$ cat src/sv/lfdc_pkg.sv
// Shared types, register indexes and constants for the line follower drive controller.
// Used by lfdc_step and line_follower_drive_controller_unit. No dependencies.
`timescale 1ns / 1ps

package lfdc_pkg;

   // Default width of the free-running PWM counter
   localparam int PWM_BITS_DEF = 8;

   // Register indexes on the csr port
   localparam logic [2:0] REG_CONTROL_MODE = 3'd0;
   localparam logic [2:0] REG_GAIN_P       = 3'd1;
   localparam logic [2:0] REG_GAIN_I       = 3'd2;
   localparam logic [2:0] REG_GAIN_D       = 3'd3;
   localparam logic [2:0] REG_BASE_DUTY    = 3'd4;
   localparam logic [2:0] REG_DEAD_BAND    = 3'd5;
   localparam logic [2:0] REG_SEARCH_DUTY  = 3'd6;
   localparam logic [2:0] REG_ERROR_SCALE  = 3'd7;

   // Item opcodes
   localparam logic OP_SAMPLE = 1'b0;
   localparam logic OP_TICK   = 1'b1;

   // Control modes
   localparam logic MODE_TABLE = 1'b0;
   localparam logic MODE_INCR  = 1'b1;

   // Duty limits and fixed turn duties
   localparam logic [7:0] DUTY_MAX  = 8'd250;
   localparam logic [7:0] DUTY_MIN  = 8'd30;
   localparam logic [7:0] TURN_FAST = 8'd220;
   localparam logic [7:0] TURN_SLOW = 8'd50;

   // Register reset values
   localparam logic [7:0] RST_GAIN_P      = 8'd60;
   localparam logic [7:0] RST_GAIN_I      = 8'd2;
   localparam logic [7:0] RST_GAIN_D      = 8'd15;
   localparam logic [7:0] RST_BASE_DUTY   = 8'd180;
   localparam logic [5:0] RST_DEAD_BAND   = 6'd3;
   localparam logic [7:0] RST_SEARCH_DUTY = 8'd120;
   localparam logic [5:0] RST_ERROR_SCALE = 6'd20;

   // Folded coefficients at reset: (p+i+d)*scale and p+2*d
   localparam logic [15:0] RST_KE_S = 16'((60 + 2 + 15) * 20);
   localparam logic [9:0]  RST_KP   = 10'(60 + 2 * 15);

   // One input item
   typedef struct packed {
      logic opcode;
      logic left_sensor_raw;
      logic right_sensor_raw;
   } req_type;

   // One result item
   typedef struct packed {
      logic       left_enable;
      logic       right_enable;
      logic [7:0] left_duty_out;
      logic [7:0] right_duty_out;
      logic       line_lost;
   } rsp_type;

   // Configuration as seen by the step logic (gains folded)
   typedef struct packed {
      logic        control_mode;
      logic [7:0]  base_duty;
      logic [5:0]  dead_band;
      logic [7:0]  search_duty;
      logic [5:0]  error_scale;
      logic [15:0] ke_s;   // (gain_p + gain_i + gain_d) * error_scale
      logic [9:0]  kp;     // gain_p + 2 * gain_d
   } cfg_type;

   // Steering state carried from item to item
   typedef struct packed {
      logic [7:0]        left_duty;
      logic [7:0]        right_duty;
      logic signed [7:0] prev_error;
      logic              lost;
   } state_type;

   // Clamp a signed duty sum into DUTY_MIN..DUTY_MAX
   function automatic logic [7:0] clamp_duty(input logic signed [20:0] v);
      logic [7:0] r;
      if (v > $signed({13'b0, DUTY_MAX})) begin
         r = DUTY_MAX;
      end else if (v < $signed({13'b0, DUTY_MIN})) begin
         r = DUTY_MIN;
      end else begin
         r = v[7:0];
      end
      return r;
   endfunction

endpackage

$ cat src/sv/line_follower_drive_controller_unit.sv
// Top level of the line follower drive controller: csr registers, state, PWM, output register.
// Depends on lfdc_pkg and lfdc_step.
`timescale 1ns / 1ps

// Usage
//   req_* : one item per handshake, either a sensor sample (opcode 0) or a PWM tick
//           (opcode 1). Accepted when req_valid is high and req_stall is low.
//   rsp_* : exactly one result item per accepted item, in order: both PWM enables,
//           both duties and the line-lost flag as they stand after that item.
//   csr_* : write-only registers, written on any cycle with csr_we high; write
//           them only while no item is in flight.
// Result: registered on accept; it is in the output register the cycle after accept.
// Throughput: one item per cycle unless a held result is stalled. The whole step (one 11x8 multiply, add, clamp)
// sits between the state registers and the output register.
// Stall: req_stall follows rsp_stall while a result is held, so a new item goes in
// whenever the held result leaves in the same cycle.
// Reset: registers return to their defaults, both duties to 180, error history,
// PWM counter and line-lost flag to zero; no result is pending.

module line_follower_drive_controller_unit #(
   parameter int PWM_BITS = lfdc_pkg::PWM_BITS_DEF
) (
   input  logic              clock,
   input  logic              reset,
   // Input items
   input  logic              req_valid,
   output logic              req_stall,
   input  lfdc_pkg::req_type req_data,
   // Result items
   output logic              rsp_valid,
   input  logic              rsp_stall,
   output lfdc_pkg::rsp_type rsp_data,
   // Registers
   input  logic              csr_we,
   input  logic [2:0]        csr_index,
   input  logic [7:0]        csr_wdata
);

   localparam int CMP_W = (PWM_BITS > 8) ? PWM_BITS : 8;

   logic                control_mode_ff, control_mode_in;
   logic [7:0]          gain_p_ff, gain_p_in;
   logic [7:0]          gain_i_ff, gain_i_in;
   logic [7:0]          gain_d_ff, gain_d_in;
   logic [7:0]          base_duty_ff, base_duty_in;
   logic [5:0]          dead_band_ff, dead_band_in;
   logic [7:0]          search_duty_ff, search_duty_in;
   logic [5:0]          error_scale_ff, error_scale_in;
   logic [15:0]         ke_s_ff, ke_s_in;
   logic [9:0]          kp_ff, kp_in;
   logic [9:0]          ke_sum;

   lfdc_pkg::cfg_type   cfg;
   lfdc_pkg::state_type state_ff, state_in, step_nxt;
   logic [PWM_BITS-1:0] cnt_ff, cnt_in;
   logic                rsp_valid_ff, rsp_valid_in;
   lfdc_pkg::rsp_type   rsp_data_ff, rsp_data_in;
   logic                req_accept;

   // Register write decode
   always_comb begin
      control_mode_in = control_mode_ff;
      gain_p_in       = gain_p_ff;
      gain_i_in       = gain_i_ff;
      gain_d_in       = gain_d_ff;
      base_duty_in    = base_duty_ff;
      dead_band_in    = dead_band_ff;
      search_duty_in  = search_duty_ff;
      error_scale_in  = error_scale_ff;
      if (csr_we) begin
         unique case (csr_index)
            lfdc_pkg::REG_CONTROL_MODE: control_mode_in = csr_wdata[0];
            lfdc_pkg::REG_GAIN_P:       gain_p_in       = csr_wdata;
            lfdc_pkg::REG_GAIN_I:       gain_i_in       = csr_wdata;
            lfdc_pkg::REG_GAIN_D:       gain_d_in       = csr_wdata;
            lfdc_pkg::REG_BASE_DUTY:    base_duty_in    = csr_wdata;
            lfdc_pkg::REG_DEAD_BAND:    dead_band_in    = csr_wdata[5:0];
            lfdc_pkg::REG_SEARCH_DUTY:  search_duty_in  = csr_wdata;
            lfdc_pkg::REG_ERROR_SCALE:  error_scale_in  = csr_wdata[5:0];
            default: ;
         endcase
      end
   end

   // Gains are folded at write time so the item path keeps a single multiply
   assign ke_sum  = {2'b0, gain_p_in} + {2'b0, gain_i_in} + {2'b0, gain_d_in};
   assign kp_in   = {2'b0, gain_p_in} + {1'b0, gain_d_in, 1'b0};
   assign ke_s_in = {6'b0, ke_sum} * {10'b0, error_scale_in};

   always_ff @(posedge clock) begin
      if (reset) begin
         control_mode_ff <= lfdc_pkg::MODE_INCR;
         gain_p_ff       <= lfdc_pkg::RST_GAIN_P;
         gain_i_ff       <= lfdc_pkg::RST_GAIN_I;
         gain_d_ff       <= lfdc_pkg::RST_GAIN_D;
         base_duty_ff    <= lfdc_pkg::RST_BASE_DUTY;
         dead_band_ff    <= lfdc_pkg::RST_DEAD_BAND;
         search_duty_ff  <= lfdc_pkg::RST_SEARCH_DUTY;
         error_scale_ff  <= lfdc_pkg::RST_ERROR_SCALE;
         ke_s_ff         <= lfdc_pkg::RST_KE_S;
         kp_ff           <= lfdc_pkg::RST_KP;
      end else begin
         control_mode_ff <= control_mode_in;
         gain_p_ff       <= gain_p_in;
         gain_i_ff       <= gain_i_in;
         gain_d_ff       <= gain_d_in;
         base_duty_ff    <= base_duty_in;
         dead_band_ff    <= dead_band_in;
         search_duty_ff  <= search_duty_in;
         error_scale_ff  <= error_scale_in;
         if (csr_we) begin
            ke_s_ff <= ke_s_in;
            kp_ff   <= kp_in;
         end
      end
   end

   assign cfg.control_mode = control_mode_ff;
   assign cfg.base_duty    = base_duty_ff;
   assign cfg.dead_band    = dead_band_ff;
   assign cfg.search_duty  = search_duty_ff;
   assign cfg.error_scale  = error_scale_ff;
   assign cfg.ke_s         = ke_s_ff;
   assign cfg.kp           = kp_ff;

   // Handshake: take an item whenever the output register is free or draining
   assign req_stall  = rsp_valid_ff & rsp_stall;
   assign req_accept = req_valid & ~req_stall;

   lfdc_step u_step (
      .req (req_data),
      .cfg (cfg),
      .cur (state_ff),
      .nxt (step_nxt)
   );

   // State and PWM counter advance on accept
   always_comb begin
      state_in = state_ff;
      cnt_in   = cnt_ff;
      if (req_accept) begin
         state_in = step_nxt;
         if (req_data.opcode == lfdc_pkg::OP_TICK) begin
            cnt_in = cnt_ff + 1'b1;
         end
      end
   end

   // Result from the post-item state
   always_comb begin
      rsp_data_in.left_enable    = CMP_W'(cnt_in) < CMP_W'(state_in.left_duty);
      rsp_data_in.right_enable   = CMP_W'(cnt_in) < CMP_W'(state_in.right_duty);
      rsp_data_in.left_duty_out  = state_in.left_duty;
      rsp_data_in.right_duty_out = state_in.right_duty;
      rsp_data_in.line_lost      = state_in.lost;
   end

   assign rsp_valid_in = req_accept | (rsp_valid_ff & rsp_stall);

   always_ff @(posedge clock) begin
      if (reset) begin
         state_ff.left_duty  <= lfdc_pkg::RST_BASE_DUTY;
         state_ff.right_duty <= lfdc_pkg::RST_BASE_DUTY;
         state_ff.prev_error <= '0;
         state_ff.lost       <= 1'b0;
         cnt_ff              <= '0;
         rsp_valid_ff        <= 1'b0;
      end else begin
         state_ff     <= state_in;
         cnt_ff       <= cnt_in;
         rsp_valid_ff <= rsp_valid_in;
      end
   end

   always_ff @(posedge clock) begin
      if (req_accept) begin
         rsp_data_ff <= rsp_data_in;
      end
   end

   assign rsp_valid = rsp_valid_ff;
   assign rsp_data  = rsp_data_ff;

   // Checks
   a_rsp_from_accept: assert property (@(posedge clock) disable iff (reset)
      $rose(rsp_valid_ff) |-> $past(req_accept))
      else $error("result appeared without an accepted item");

   a_rsp_matches_state: assert property (@(posedge clock) disable iff (reset)
      rsp_valid_ff |-> (rsp_data_ff.left_duty_out == state_ff.left_duty &&
                        rsp_data_ff.right_duty_out == state_ff.right_duty &&
                        rsp_data_ff.line_lost == state_ff.lost))
      else $error("held result disagrees with steering state");

   a_tick_keeps_duty: assert property (@(posedge clock) disable iff (reset)
      (req_accept && req_data.opcode == lfdc_pkg::OP_TICK) |=>
         ($stable(state_ff.left_duty) && $stable(state_ff.right_duty)))
      else $error("PWM tick changed a duty");

   a_pid_clamped: assert property (@(posedge clock) disable iff (reset)
      (req_accept && req_data.opcode == lfdc_pkg::OP_SAMPLE &&
       control_mode_ff == lfdc_pkg::MODE_INCR && !step_nxt.lost) |=>
         (state_ff.left_duty >= lfdc_pkg::DUTY_MIN &&
          state_ff.left_duty <= lfdc_pkg::DUTY_MAX &&
          state_ff.right_duty >= lfdc_pkg::DUTY_MIN &&
          state_ff.right_duty <= lfdc_pkg::DUTY_MAX))
      else $error("PID duty outside clamp range");

endmodule

$ cat src/sv/lfdc_step.sv
// Next-state logic for one item: sensor decode, incremental PID or turn table, clamp.
// Depends on lfdc_pkg.
`timescale 1ns / 1ps

module lfdc_step (
   input  lfdc_pkg::req_type   req,
   input  lfdc_pkg::cfg_type   cfg,
   input  lfdc_pkg::state_type cur,
   output lfdc_pkg::state_type nxt
);

   logic                sl, sr, on_left, on_right, lost;
   logic                zero_err;
   logic signed [7:0]   err;
   logic signed [19:0]  kee;
   logic signed [18:0]  kpp;
   logic signed [19:0]  delta;
   logic signed [19:0]  delta_adj;
   logic signed [19:0]  q;
   logic signed [20:0]  base_ext;
   logic signed [20:0]  lsum, rsum;
   logic signed [19:0]  kes_ext;

   // Active-low sensors: only-left means drifting right of line, and so on
   assign sl       = ~req.left_sensor_raw;
   assign sr       = ~req.right_sensor_raw;
   assign on_left  = sl & ~sr;
   assign on_right = sr & ~sl;
   assign lost     = ~sl & ~sr;

   // Error after dead band; zero when centered
   always_comb begin
      zero_err = 1'b1;
      err      = '0;
      if (on_left) begin
         zero_err = (cfg.error_scale <= cfg.dead_band);
         err      = -$signed({2'b00, cfg.error_scale});
      end else if (on_right) begin
         zero_err = (cfg.error_scale <= cfg.dead_band);
         err      = $signed({2'b00, cfg.error_scale});
      end else if (lost) begin
         zero_err = ({cfg.error_scale, 1'b0} <= {1'b0, cfg.dead_band});
         err      = $signed({1'b0, cfg.error_scale, 1'b0});
      end
      if (zero_err) begin
         err = '0;
      end
   end

   // delta = (p+i+d)*e - (p+2d)*prev; the e term comes from the folded product
   assign kes_ext = $signed({4'b0, cfg.ke_s});

   always_comb begin
      kee = '0;
      if (!zero_err) begin
         if (on_left) begin
            kee = -kes_ext;
         end else if (on_right) begin
            kee = kes_ext;
         end else if (lost) begin
            kee = $signed({3'b0, cfg.ke_s, 1'b0});
         end
      end
   end

   assign kpp       = $signed({1'b0, cfg.kp}) * cur.prev_error;
   assign delta     = kee - {kpp[18], kpp};
   // divide by 4, truncating toward zero
   assign delta_adj = delta + (delta[19] ? 20'sd3 : 20'sd0);
   assign q         = delta_adj >>> 2;

   assign base_ext = $signed({13'b0, cfg.base_duty});
   assign lsum     = base_ext + {q[19], q};
   assign rsum     = base_ext - {q[19], q};

   // Select next state
   always_comb begin
      nxt = cur;
      if (req.opcode == lfdc_pkg::OP_SAMPLE) begin
         nxt.lost = lost;
         if (cfg.control_mode == lfdc_pkg::MODE_INCR) begin
            nxt.prev_error = err;
            nxt.left_duty  = lfdc_pkg::clamp_duty(lsum);
            nxt.right_duty = lfdc_pkg::clamp_duty(rsum);
         end else if (on_left) begin
            nxt.left_duty  = lfdc_pkg::TURN_SLOW;
            nxt.right_duty = lfdc_pkg::TURN_FAST;
         end else if (on_right) begin
            nxt.left_duty  = lfdc_pkg::TURN_FAST;
            nxt.right_duty = lfdc_pkg::TURN_SLOW;
         end else begin
            nxt.left_duty  = cfg.base_duty;
            nxt.right_duty = cfg.base_duty;
         end
         if (lost) begin
            nxt.left_duty  = cfg.search_duty;
            nxt.right_duty = cfg.search_duty;
         end
      end
   end

endmodule
$ cat config.mk
export PLATFORM = sky130hd
export DESIGN_NAME = line_follower_drive_controller_unit
export DESIGN_NICKNAME = d
export VERILOG_FILES = /design/src/sv/lfdc_pkg.sv /design/src/sv/line_follower_drive_controller_unit.sv /design/src/sv/lfdc_step.sv
export SDC_FILE = /design/constraint.sdc
export NUM_CORES = 1
export LEC_CHECK = 0
export BUFFER_PORTS_ARGS = -buffer_cell sky130_fd_sc_hd__clkbuf_2
export CAP_MARGIN = 5
export CELL_PAD_IN_SITES_DETAIL_PLACEMENT = 1
export CELL_PAD_IN_SITES_GLOBAL_PLACEMENT = 1
export CORE_MARGIN = 5
export CORE_UTILIZATION = 53
export CTS_BUF_LIST = sky130_fd_sc_hd__clkbuf_16
export DETAILED_ROUTE_END_ITERATION = 16
export PLACE_DENSITY = 0.89
export SETUP_SLACK_MARGIN = 0.1
export SYNTH_ARGS = -nofsm -noshare
export SYNTH_HDL_FRONTEND = slang
export SYNTH_SLANG_ARGS = --single-unit
$ cat constraint.sdc
create_clock -name clock -period 24.9 [get_ports clock]
set_input_delay 1.245 -clock clock [delete_from_list [all_inputs] [get_ports clock]]
set_output_delay 1.245 -clock clock [all_outputs]
set_load 0.02 [all_outputs]
==> summary.md <==
| Metric | Value |
|---|---|
| Run status | `finished clean` |
| DRT Wirelength | `51.6 mm` |
| Seq pwr share | `0.201` |
| Sw Ratio | `0.494` |
| Gr ovfl total | `0` |
| Maximum vdd ir drop | `0.0481 mV` |
| Wl on met1 | `20.3 mm` |
| Worst slew pin tran | `1.15 ns` |
| Synth cell types | `97` |
| Post-route clock skew | `0.0192 ns` |
| Die Span Y | `~180 µm` |
| Post-Synthesis Cells | `1,796` |
| Cell internal pwr | `619 µW` |
| # port buffers | `39` |
| Leak | `7.11 nW` |
| Reg clk slew, reported paths | `around 0.08 ns` |
| Mux cell area share after synthesis | `0.0537` |
| Internal reg-to-reg setup slack | `12.29 ns` |
| CP Class | `reg2reg` |
| Highest routed layer | `met4` |
| Die area | `between 30,000 and 40,000 µm²` |
| PwrDens | `roughly 77 nW/µm²` |
| Clock power share | `0.215` |
| Fmax | `0.0793 GHz` |
| # hold bufs at CTS | `0` |
| Largest net degree at the start of global routing | `65` |
| GRT Total Usage | `0.334` |
| Final #Nets | `2,062` |
| R2R depth | `50` |
| Post-CTS sizing | `0` |
| Reg2reg start | `state_ff[8]` |
| R2R Path End | `rsp_data[18]` |
| Initial DRC count | `1,403` |
| Postcts setup bufs | `0` |
| Crit-path most repeated cell | `o21ai_0` |
| Share of cells above drive strength 1 | `0.0790` |
| Synth Area in Simple Gates | `0.211` |
| Clock buffer depth | `2` |
| Syn avg cell area | `8.24 µm²` |
| Vias in the first global route | `15,077` |
| Clock tree from TritonCTS | `yes` |
| Worst-Skew Late Latency | `between 0.4 and 0.5 ns` |
| Io pins | `40` |
| Critical Path Source | `state_ff[8]` |
| Post-route DRC | `0` |
| Largest family of logic cells by synthesized area | `adder cells` |
| Vias after detailed routing | `about 14,000` |
| Initial Util | `0.534` |
| Setup violators final | `0` |
| Final Hold Vio Count | `0` |
| XOR/XNOR share of the synthesized area | `0.0464` |
| Netlist Area Pre-Place | `14,800 µm²` |
| Worst Hold Depth | `2` |
| Crit-path max FO | `14` |
| Diode count | `0` |
| First-pass GRT wire length | `83.1 mm` |
| Async S/R FF share, synth | `0` |
| Global placer's final weighted congestion | `0.935` |
| CTS H-tree depth | `4` |
| Final Power | `1.22 mW` |
| TritonCTS buffer count | `17` |
| Met3 wire length | `between 3 and 4 mm` |
| HP Class | `reg2reg` |
| Slew HR | `0.231` |
| Post-synthesis register bit count | `132` |
| P_sw | `605 µW` |
| Die Wd | `177 µm` |
| Unrepaired setup endpoints after global routing | `false` |
| Sum of negative setup slack | `0 ns` |
| Antenna-violating nets left | `0` |
| Seq/Total Area, Yosys | `0.191` |
| Pre-antenna DRT Iters | `5` |
| Met2 WL post-DR | `25.3 mm` |
| CTS sink count | `132` |
| Post-synth EDFFs | `19` |
| Initial antenna violation count | `1` |
| Ys flop type | `dfxtp_1` |
| Std cell rows | `61` |
| Critical Path Start Type | `register` |
| Critical path arrival | `12.91 ns` |
| Post-Synth Adder-Cell Area | `0.255` |
| Final HPWL DP | `~38 mm` |
| Gate power share | `0.584` |
| Post-route worst setup slack | `12.29 ns` |
| Core area | `27,700 µm²` |
| Critical Path End | `rsp_data[18]` |
| Crit path capture type | `register` |
| Synth Area in Compound Gates | `0.179` |
| Vias/cell | `6.38` |
| CTS Root Cell | `clkbuf_16` |
| Min cycle time layout | `around 13 ns` |
| Place WS | `~12 ns` |
| Worst Path Required | `25.20 ns` |
| WL per Instance | `23.6 µm` |
| Tcrit/Tclk final | `0.506` |
| Slowest CP cell | `a31oi_1` |
| Area Overhead vs Synth | `7.25%` |
| Post-Syn Nets | `2,060` |
| Largest stage delay, worst path | `around 0.6 ns` |
| Max-cap violations | `0` |
| Syn. warnings | `0` |
| Pins Over Slew Limit | `0` |
[cell usage after synthesis, types with 4 or more instances]
library cell / number / area, µm²
a211o_1: 7 / 61.3
a211oi_1: 17 / 128
a21o_1: 32 / 240
a21oi_1: 108 / 541
a221oi_1: 4 / 35.0
a22o_1: 6 / 52.6
a22oi_1: 12 / 90.1
a31o_2: 5 / 43.8
a31oi_1: 8 / 50.1
and2_1: 99 / 619
and3_1: 10 / 62.6
and4_1: 5 / 43.8
clkbuf_1: 56 / 210
dfxtp_1: 113 / 2260
edfxtp_1: 19 / 571
fa_1: 95 / 1900
ha_1: 150 / 1880
inv_1: 181 / 679
mux2_2: 27 / 304
mux2i_1: 49 / 490
nand2_1: 159 / 597
nand2b_1: 35 / 219
nand3_1: 23 / 115
nand4_1: 19 / 119
nor2_1: 159 / 597
nor2b_1: 19 / 119
nor3_1: 40 / 200
nor4_1: 7 / 43.8
o211ai_1: 17 / 128
o21a_1: 9 / 67.6
o21ai_0: 85 / 425
o21bai_1: 24 / 180
o22ai_1: 6 / 37.5
o31a_1: 4 / 35.0
o31ai_1: 5 / 37.5
or2_2: 7 / 43.8
or3_1: 9 / 56.3
or4_1: 7 / 52.6
xnor2_1: 53 / 464
xor2_1: 20 / 175
[kinds of logic (layout without fill, tap and decap cells)]
logic type,after synthesis,in the layout
AOI/OAI and AO/OA,400,400
xor gates and xnor gates,75,75
adders and majority gates,245,245
buffers and inverters,248,263
DFF,132,132
muxes,76,76
and+or+nand+nor,620,620
[stage by stage]
step / hold WS, ns / instances / util / cell area (µm²)
floorplan: 0.442 / 1796 / - / 14800
global placement: 0.461 / 2157 / 0.551 / 15300
detailed placement: 0.475 / 2157 / 0.551 / 15300
CTS: 0.492 / 2189 / 0.573 / 15900
global route: 0.517 / 2189 / 0.573 / 15900
finish: 0.499 / 2189 / 0.573 / 15900
[routing by layer]
metal	vias up	track usage
met5	-	0
met4	0	0.148
met3	187	0.0528
met2	667	0.581
met1	6884	0.409
li1	6221	-
[layout by cell type (no fill, tap or decap), drive strengths merged, types with 10 or more instances in the layout]
master and count:
a211oi 17, a21o 33, a21oi 110, a22oi 12, and2 99, and3 10, clkbuf 56, dfxtp 113
edfxtp 19, fa 95, ha 150, inv 191, mux2 27, mux2i 49, nand2 159, nand2b 35
nand3 23, nand4 19, nor2 160, nor2b 19, nor3 43, o211ai 17, o21ai 88, o21bai 24
or3 10, xnor2 53, xor2 20
[critical path: cells and delay by family (launching register included)]
family,cells,cell delay [ns]
compound gates,19,4.49
fa+ha+maj,8,3.34
simple gates,16,2.78
xor+xnor,3,0.86
flops,1,0.50
buf+inv,4,0.49
[sequential cells by signal, indices dropped and copies added (netlist names)]
register,flops
state_ff,25
control_mode_ff,1
rsp_valid,1
cnt_ff,8
base_duty_ff,8
error_scale_ff,6
kp_ff,10
gain_i_ff,8
ke_s_ff,16
search_duty_ff,8
gain_d_ff,8
rsp_data,19
gain_p_ff,8
dead_band_ff,6
[layout make-up]
cell class | instances | area [µm²]
clock buffers | 17 | 425
clock inverters | 15 | 179
fillers | 3318 | 11800
inverters | 184 | 691
multi-input cells | 1416 | 11000
flip-flops and latches | 132 | 2830
well taps | 378 | 473
repair buffers | 47 | 255
[how the worst min path moves through the flow]
stage,from,to,slack (ns)
floorplan,search_duty_ff[4],search_duty_ff[4],0.44
global placement,search_duty_ff[4],search_duty_ff[4],0.46
detailed placement,state_ff[20],state_ff[20],0.48
CTS,state_ff[20],state_ff[20],0.49
global route,state_ff[20],state_ff[20],0.52
finish,state_ff[20],state_ff[20],0.50
[power groups by stage]
stage / clock network, mW / registers, mW / logic, mW
after floorplan: 0 / 0.245 / 0.517
after global placement: 0 / 0.248 / 0.650
after global routing: 0.272 / 0.248 / 0.786
after CTS: 0.264 / 0.245 / 0.702
final: 0.263 / 0.246 / 0.714
after detailed placement: 0 / 0.249 / 0.682
Power figures use the tool's default switching activity.
